File: src/hdl/drt_pkg.sv
// Shared types, codes and helpers for the downlink route table.
// Used by drt_cell and downlink_route_table; depends on nothing.
package drt_pkg;

    localparam logic [6:0] QUALITY_MAX = 7'd100;

    localparam logic [1:0] ACT_UPSERT     = 2'd0;
    localparam logic [1:0] ACT_LOOKUP     = 2'd1;
    localparam logic [1:0] ACT_INVALIDATE = 2'd2;

    localparam logic [1:0] STAT_OK        = 2'd0;
    localparam logic [1:0] STAT_MALFORMED = 2'd1;
    localparam logic [1:0] STAT_NOT_FOUND = 2'd2;

    localparam logic REG_NODE_ID      = 1'b0;
    localparam logic REG_BROADCAST_ID = 1'b1;

    typedef enum logic [1:0] {
        ST_IDLE,
        ST_SCAN,
        ST_DONE
    } state_t;

    // One stored route, without its key.
    typedef struct packed {
        logic [63:0] next_hop;
        logic [63:0] gateway;
        logic [31:0] epoch;
        logic [31:0] seen_time;
        logic [7:0]  hops;
        logic [6:0]  quality;
    } route_t;

    // Scan result handed from cell to cell.
    typedef struct packed {
        logic   match_hit;
        logic   free_hit;
        logic   worst_hit;
        route_t match_rec;
        route_t worst_rec;
    } carry_t;

    // Clamp both qualities to 100; a zero means unknown.
    function automatic logic [6:0] mix_quality(input logic [7:0] adv, input logic [7:0] lnk);
        logic [6:0] a;
        logic [6:0] l;
        logic [6:0] res;
        a = (adv > 8'(QUALITY_MAX)) ? QUALITY_MAX : adv[6:0];
        l = (lnk > 8'(QUALITY_MAX)) ? QUALITY_MAX : lnk[6:0];
        if (l == 7'd0) begin
            res = a;
        end else if (a == 7'd0) begin
            res = l;
        end else begin
            res = (a < l) ? a : l;
        end
        return res;
    endfunction

    // True when route a is better than route b.
    function automatic logic beats(input route_t a, input route_t b);
        logic res;
        if (a.epoch != b.epoch) begin
            res = a.epoch > b.epoch;
        end else if (a.hops != b.hops) begin
            res = a.hops < b.hops;
        end else if (a.quality != b.quality) begin
            res = a.quality > b.quality;
        end else if (a.seen_time != b.seen_time) begin
            res = a.seen_time > b.seen_time;
        end else begin
            res = a.next_hop < b.next_hop;
        end
        return res;
    endfunction

endpackage

File: src/hdl/drt_cell.sv
// One table slot: holds a route and folds it into the scan carry.
// Depends on drt_pkg.
module drt_cell #(
    parameter int CELL_IDX = 0,
    parameter int IW       = 3
) (
    input  logic               aclk,
    input  logic               aresetn,
    input  logic [63:0]        req_target,
    input  drt_pkg::carry_t    carry_in,
    input  logic [IW-1:0]      match_idx_in,
    input  logic [IW-1:0]      free_idx_in,
    input  logic [IW-1:0]      worst_idx_in,
    output drt_pkg::carry_t    carry_out,
    output logic [IW-1:0]      match_idx_out,
    output logic [IW-1:0]      free_idx_out,
    output logic [IW-1:0]      worst_idx_out,
    input  logic               wr_en,
    input  logic               clr_en,
    input  logic [63:0]        wr_target,
    input  drt_pkg::route_t    wr_rec
);

    logic            valid_reg;
    logic [63:0]     target_reg;
    drt_pkg::route_t rec_reg;

    drt_pkg::carry_t carry_reg;
    drt_pkg::carry_t carry_next;
    logic [IW-1:0]   match_idx_reg;
    logic [IW-1:0]   match_idx_next;
    logic [IW-1:0]   free_idx_reg;
    logic [IW-1:0]   free_idx_next;
    logic [IW-1:0]   worst_idx_reg;
    logic [IW-1:0]   worst_idx_next;

    // Hold the entry; write or drop it on request.
    always_ff @(posedge aclk) begin
        if (!aresetn) begin
            valid_reg <= 1'b0;
        end else if (wr_en) begin
            valid_reg <= 1'b1;
        end else if (clr_en) begin
            valid_reg <= 1'b0;
        end
    end

    always_ff @(posedge aclk) begin
        if (wr_en) begin
            target_reg <= wr_target;
            rec_reg    <= wr_rec;
        end
    end

    // Fold this slot into the carry: first match, first free, worst valid.
    always_comb begin
        carry_next     = carry_in;
        match_idx_next = match_idx_in;
        free_idx_next  = free_idx_in;
        worst_idx_next = worst_idx_in;
        if (!carry_in.match_hit && valid_reg && target_reg == req_target) begin
            carry_next.match_hit = 1'b1;
            carry_next.match_rec = rec_reg;
            match_idx_next       = IW'(CELL_IDX);
        end
        if (!carry_in.free_hit && !valid_reg) begin
            carry_next.free_hit = 1'b1;
            free_idx_next       = IW'(CELL_IDX);
        end
        if (valid_reg && (!carry_in.worst_hit ||
                          drt_pkg::beats(carry_in.worst_rec, rec_reg))) begin
            carry_next.worst_hit = 1'b1;
            carry_next.worst_rec = rec_reg;
            worst_idx_next       = IW'(CELL_IDX);
        end
    end

    // Advance the carry to the next cell.
    always_ff @(posedge aclk) begin
        carry_reg     <= carry_next;
        match_idx_reg <= match_idx_next;
        free_idx_reg  <= free_idx_next;
        worst_idx_reg <= worst_idx_next;
    end

    assign carry_out     = carry_reg;
    assign match_idx_out = match_idx_reg;
    assign free_idx_out  = free_idx_reg;
    assign worst_idx_out = worst_idx_reg;

endmodule

File: config.mk
export PLATFORM = sky130hd
export DESIGN_NAME = drt_cell
export DESIGN_NICKNAME = d
export VERILOG_FILES = /design/src/hdl/drt_pkg.sv /design/src/hdl/drt_cell.sv
export SDC_FILE = /design/constraint.sdc
export NUM_CORES = 1
export LEC_CHECK = 0
export CORE_AREA = 2 2 462 464
export DETAILED_ROUTE_END_ITERATION = 8
export DIE_AREA = 0 0 464 466
export DONT_BUFFER_PORTS = 1
export REMOVE_ABC_BUFFERS = 1
export SYNTH_ARGS = -nofsm -noshare
export SYNTH_HDL_FRONTEND = slang
export SYNTH_SLANG_ARGS = --single-unit
File: constraint.sdc
create_clock -name aclk -period 2.7 [get_ports aclk]
set_clock_uncertainty 0.05 [all_clocks]
set_input_delay 0.27 -clock aclk [delete_from_list [all_inputs] [get_ports aclk]]
set_output_delay 0.27 -clock aclk [all_outputs]
set_load 0.01 [all_outputs]
==> flow_summary.yaml <==
status:
  outcome: "complete, but fails checks"
  violations: "hold timing, setup timing"
timing:
  fin_ws_ps: -1010
  fmax_mhz: 270
  worstMarginPinSlew_ps: 1230
  fin_crit_sh_pct: 137
  setup_viol: 421
  drv_slew: 0
  hold_viol: 40
  rsz0062_at_grt: "yes"
  period_needed_ps: 3710
  slew_headroom_pct: 18.2
  whs_ps: -208
route:
  first_pass_iters: 6
  wire_per_inst_um: 31.2
  ant_nets: 0
  drc: 0
  drt_iter0_drc: 3800
  vias_per_cell: 4.69
  vias: 33100
  routed_wl_um: 220000
place:
  finalWeightedCongestion: 0.977
  dp_hpwl_um: 162000
  pre_cts_ws_ps: -2080
  io_buffers: 0
  dp_cells: 6030
layout:
  fin_util_pct: 25.1
  nets: 5002
  fin_cells: 7053
  drive_gt1_share_pct: 26.6
  syn_to_final_growth_pct: 61.8
  largest_reg_flops: 417
job:
  max_cap_violations: 0
floorplanning:
  die_y_um: 466
  dieArea_mm2: 0.216
  initial_core_util_pct: 15.5
  core_mm2: 0.211
  die_x_um: 464
  row_count: 169
  boundaryPins: 1191
critical_path:
  critical_path_class: "reg -> reg"
  cp_slowest_cell: "o211ai_1"
  endpoint_kind: "flop"
  crit_family: "compound AO/OA/AOI/OAI gates"
  reg2reg_slack_ps: -1010
  crit_fanout: 44
  worstPathArrival_ps: 4310
  max_stage_delay_ps: 600
  r2r_start: "rec_reg[153]"
  r2r_cells: 14
  cp-start-kind: "flop"
  cp.required_ps: 3310
  path_cells: "inv_1, ha_1, and4_4, buf_12, nand4_1, o311ai_4, o211ai_1, a31oi_4, buf_12, buf_8, o2111a_4, buf_4, buf_16, o211ai_1"
  r2r_end: "carry_out[73]"
  worst-path-buf-inv: 6
global_routing:
  grt_pass1_wl_um: 286000
  grt_usage_pct: 19.2
  grt_max_degree: 273
  grt_pass1_vias: 32300
  grt_overflow_total: 0
  antenna_found_initial: 166
hold_path:
  hold_path_class: "in -> reg"
  hold_end: "rec_reg[4]"
  hold_path_startpoint: "wr_en"
  whs_path_depth: 0
cts:
  cts_max_level: 3
  cts_tree: "built"
  cts_made_buffers: 90
  root_buffer: "clkbuf_16"
  cts_buffer_depth: 3
  clk_latency_ps: 750
  clk_pin_slew_ps: 70
  postCtsHoldBufs: 705
  numClockSinks: 698
power:
  p_comb_share_pct: 15.3
  p_sw_w: 0.00917
  p_clk_share_pct: 42.3
  p_leak_nw: 19.4
  p_sw_share_pct: 30.1
  ir_worst_vdd_v: 0.000764
  total_power_w: 0.0305
  seqPwrFrac_pct: 42.3
  intPower_w: 0.0213
  pwr_density_cell_mw_per_mm2: 575
synthesis:
  synth-edff-count: 271
  synth_cells: 3063
  synth.area.top_cells: "dfxtp_1 (26%), edfxtp_1 (25%), mux2_1 (6.4%)"
  synth_cell_type_count: 60
  yosys.area.top_type: "dfxtp_1"
  ys_ff_latch: 698
  ys_warn_count: 0
  synth_top_area_share_pct: 26.1
  synth_flop_cell: "dfxtp_1"
  synth_area_mm2: 0.0327
  synth-async-reset-ratio_pct: 0
  synth.yosys.seq_area_share_pct: 51.0
  yosys-top-cells-count: "dfxtp_1 (427), edfxtp_1 (271), nand2_1 (227), o21ai_0 (223), nand3_1 (221)"
  postSynthAreaPerCell_um2: 10.7
  synth.most_common_cell: "dfxtp_1"
-- power by group through the flow --
| stage | sequential, W | clock [W] | combinational [W] |
|---|---|---|---|
| 6_report | 0.0129 | 0.0129 | 0.00467 |
| 5_1_grt | 0.0129 | 0.0135 | 0.00494 |
| 4_1_cts | 0.0129 | 0.0132 | 0.00446 |
| 3_5_place_dp | 0.0131 | 0 | 0.00325 |
| 3_3_place_gp | 0.0131 | 0 | 0.00318 |
| 2_1_floorplan | 0.0126 | 0 | 0.00154 |
-- stage by stage --
| stage | area [um2] | setup TNS, ps | hold slack [ps] |
|---|---|---|---|
| 2_1_floorplan | 31400 | -5724500 | 319 |
| 3_3_place_gp | 39100 | -448930 | 319 |
| 3_5_place_dp | 39100 | -457420 | 319 |
| 4_1_cts | 51400 | -310970 | -347 |
| 5_1_grt | 52900 | -315570 | -331 |
| 6_report | 53000 | -255960 | -208 |
-- cells by family (layout without fill, tap and decap cells) --
family,count (synthesis),count (layout),share of synthesized area (%)
AOI/OAI and AO/OA,761,761,18.3
xor gates and xnor gates,50,50,1.34
adders and majority gates,142,142,5.43
buffers and inverters,460,1569,5.97
DFF,698,698,51.0
muxes,207,207,7.12
other,0,60,0
and+or+nand+nor,745,745,10.9
-- worst reg2reg max path, cell delays in order, from the launching register on --
cell and delay, ps:
edfxtp_1 470, inv_1 110, ha_1 250, and4_4 200, buf_12 130, nand4_1 140, o311ai_4 130, o211ai_1 610
a31oi_4 170, buf_12 170, buf_8 130, o2111a_4 340, buf_4 160, buf_16 160, o211ai_1 420
-- final cells by class --
| type | count | area (um2) |
|---|---|---|
| Antenna cell | 60 | 150 |
| Tap cell | 2821 | 3530 |
| Fill cell | 21900 | 158000 |
| Clock inverter | 53 | 576 |
| Multi-Input combinational cell | 1905 | 15600 |
| Inverter | 164 | 628 |
| Clock buffer | 116 | 2540 |
| Sequential cell | 698 | 16700 |
| Timing Repair Buffer | 1236 | 13200 |
-- cells in the final DEF, fill, tap and decap left out, types with 20 or more instances in the layout --
| master | netlist | routed |
|---|---|---|
| dlygate4sd3_1 | 0 | 705 |
| dfxtp_1 | 427 | 427 |
| buf_4 | 20 | 348 |
| edfxtp_1 | 271 | 271 |
| nand2_1 | 227 | 227 |
| nand3_1 | 221 | 219 |
| o21ai_0 | 223 | 219 |
| nor3_1 | 213 | 213 |
| mux2_4 | 0 | 183 |
| inv_1 | 164 | 159 |
| o2111ai_1 | 209 | 139 |
| ha_1 | 142 | 135 |
| o211ai_2 | 121 | 120 |
| clkbuf_16 | 0 | 107 |
| o211ai_1 | 91 | 91 |
| buf_12 | 0 | 83 |
| diode_2 | 0 | 60 |
| o2111ai_2 | 0 | 58 |
| a21oi_1 | 39 | 36 |
| buf_6 | 14 | 32 |
| nand4_1 | 29 | 29 |
| xnor2_1 | 27 | 27 |
| buf_16 | 0 | 27 |
| buf_8 | 0 | 27 |
| a21o_1 | 24 | 24 |
| xor2_1 | 23 | 23 |
| mux2_1 | 186 | 20 |
-- routing by layer --
layer / share of wire [%] / vias to the layer above / routed length (um) / GRT usage, %
met5: 0.18 / - / 401 / 0
met4: 6.9 / 62 / 15300 / 9.87
met3: 10 / 825 / 22500 / 6.55
met2: 47 / 2653 / 103000 / 32.5
met1: 36 / 15800 / 79200 / 21.2
li1: - / 13700 / - / -
-- timing repair --
action | CTS | global route
endpoints found under the setup margin | 421 | 421
pin swaps | 139 | 59
gates resized for setup | 215 | 271
cloned | 22 | 15
buffers inserted | 34 | 35
hold endpoints to repair | 969 | 172
-- worst max path at each step --
stage / startpoint / slack [ps] / cells past startpoint / endpoint
global route: rec_reg[153] / -1120 / 15 / carry_out[127]
finish: rec_reg[153] / -1010 / 14 / carry_out[73]
detailed placement: rec_reg[157] / -2080 / 12 / carry_out[54]
global placement: rec_reg[157] / -2070 / 12 / carry_out[54]
floorplan: rec_reg[36] / -16040 / 9 / carry_out[0]
CTS: rec_reg[157] / -1140 / 16 / carry_out[177]
No activity file was read; power rests on OpenSTA's default activity.
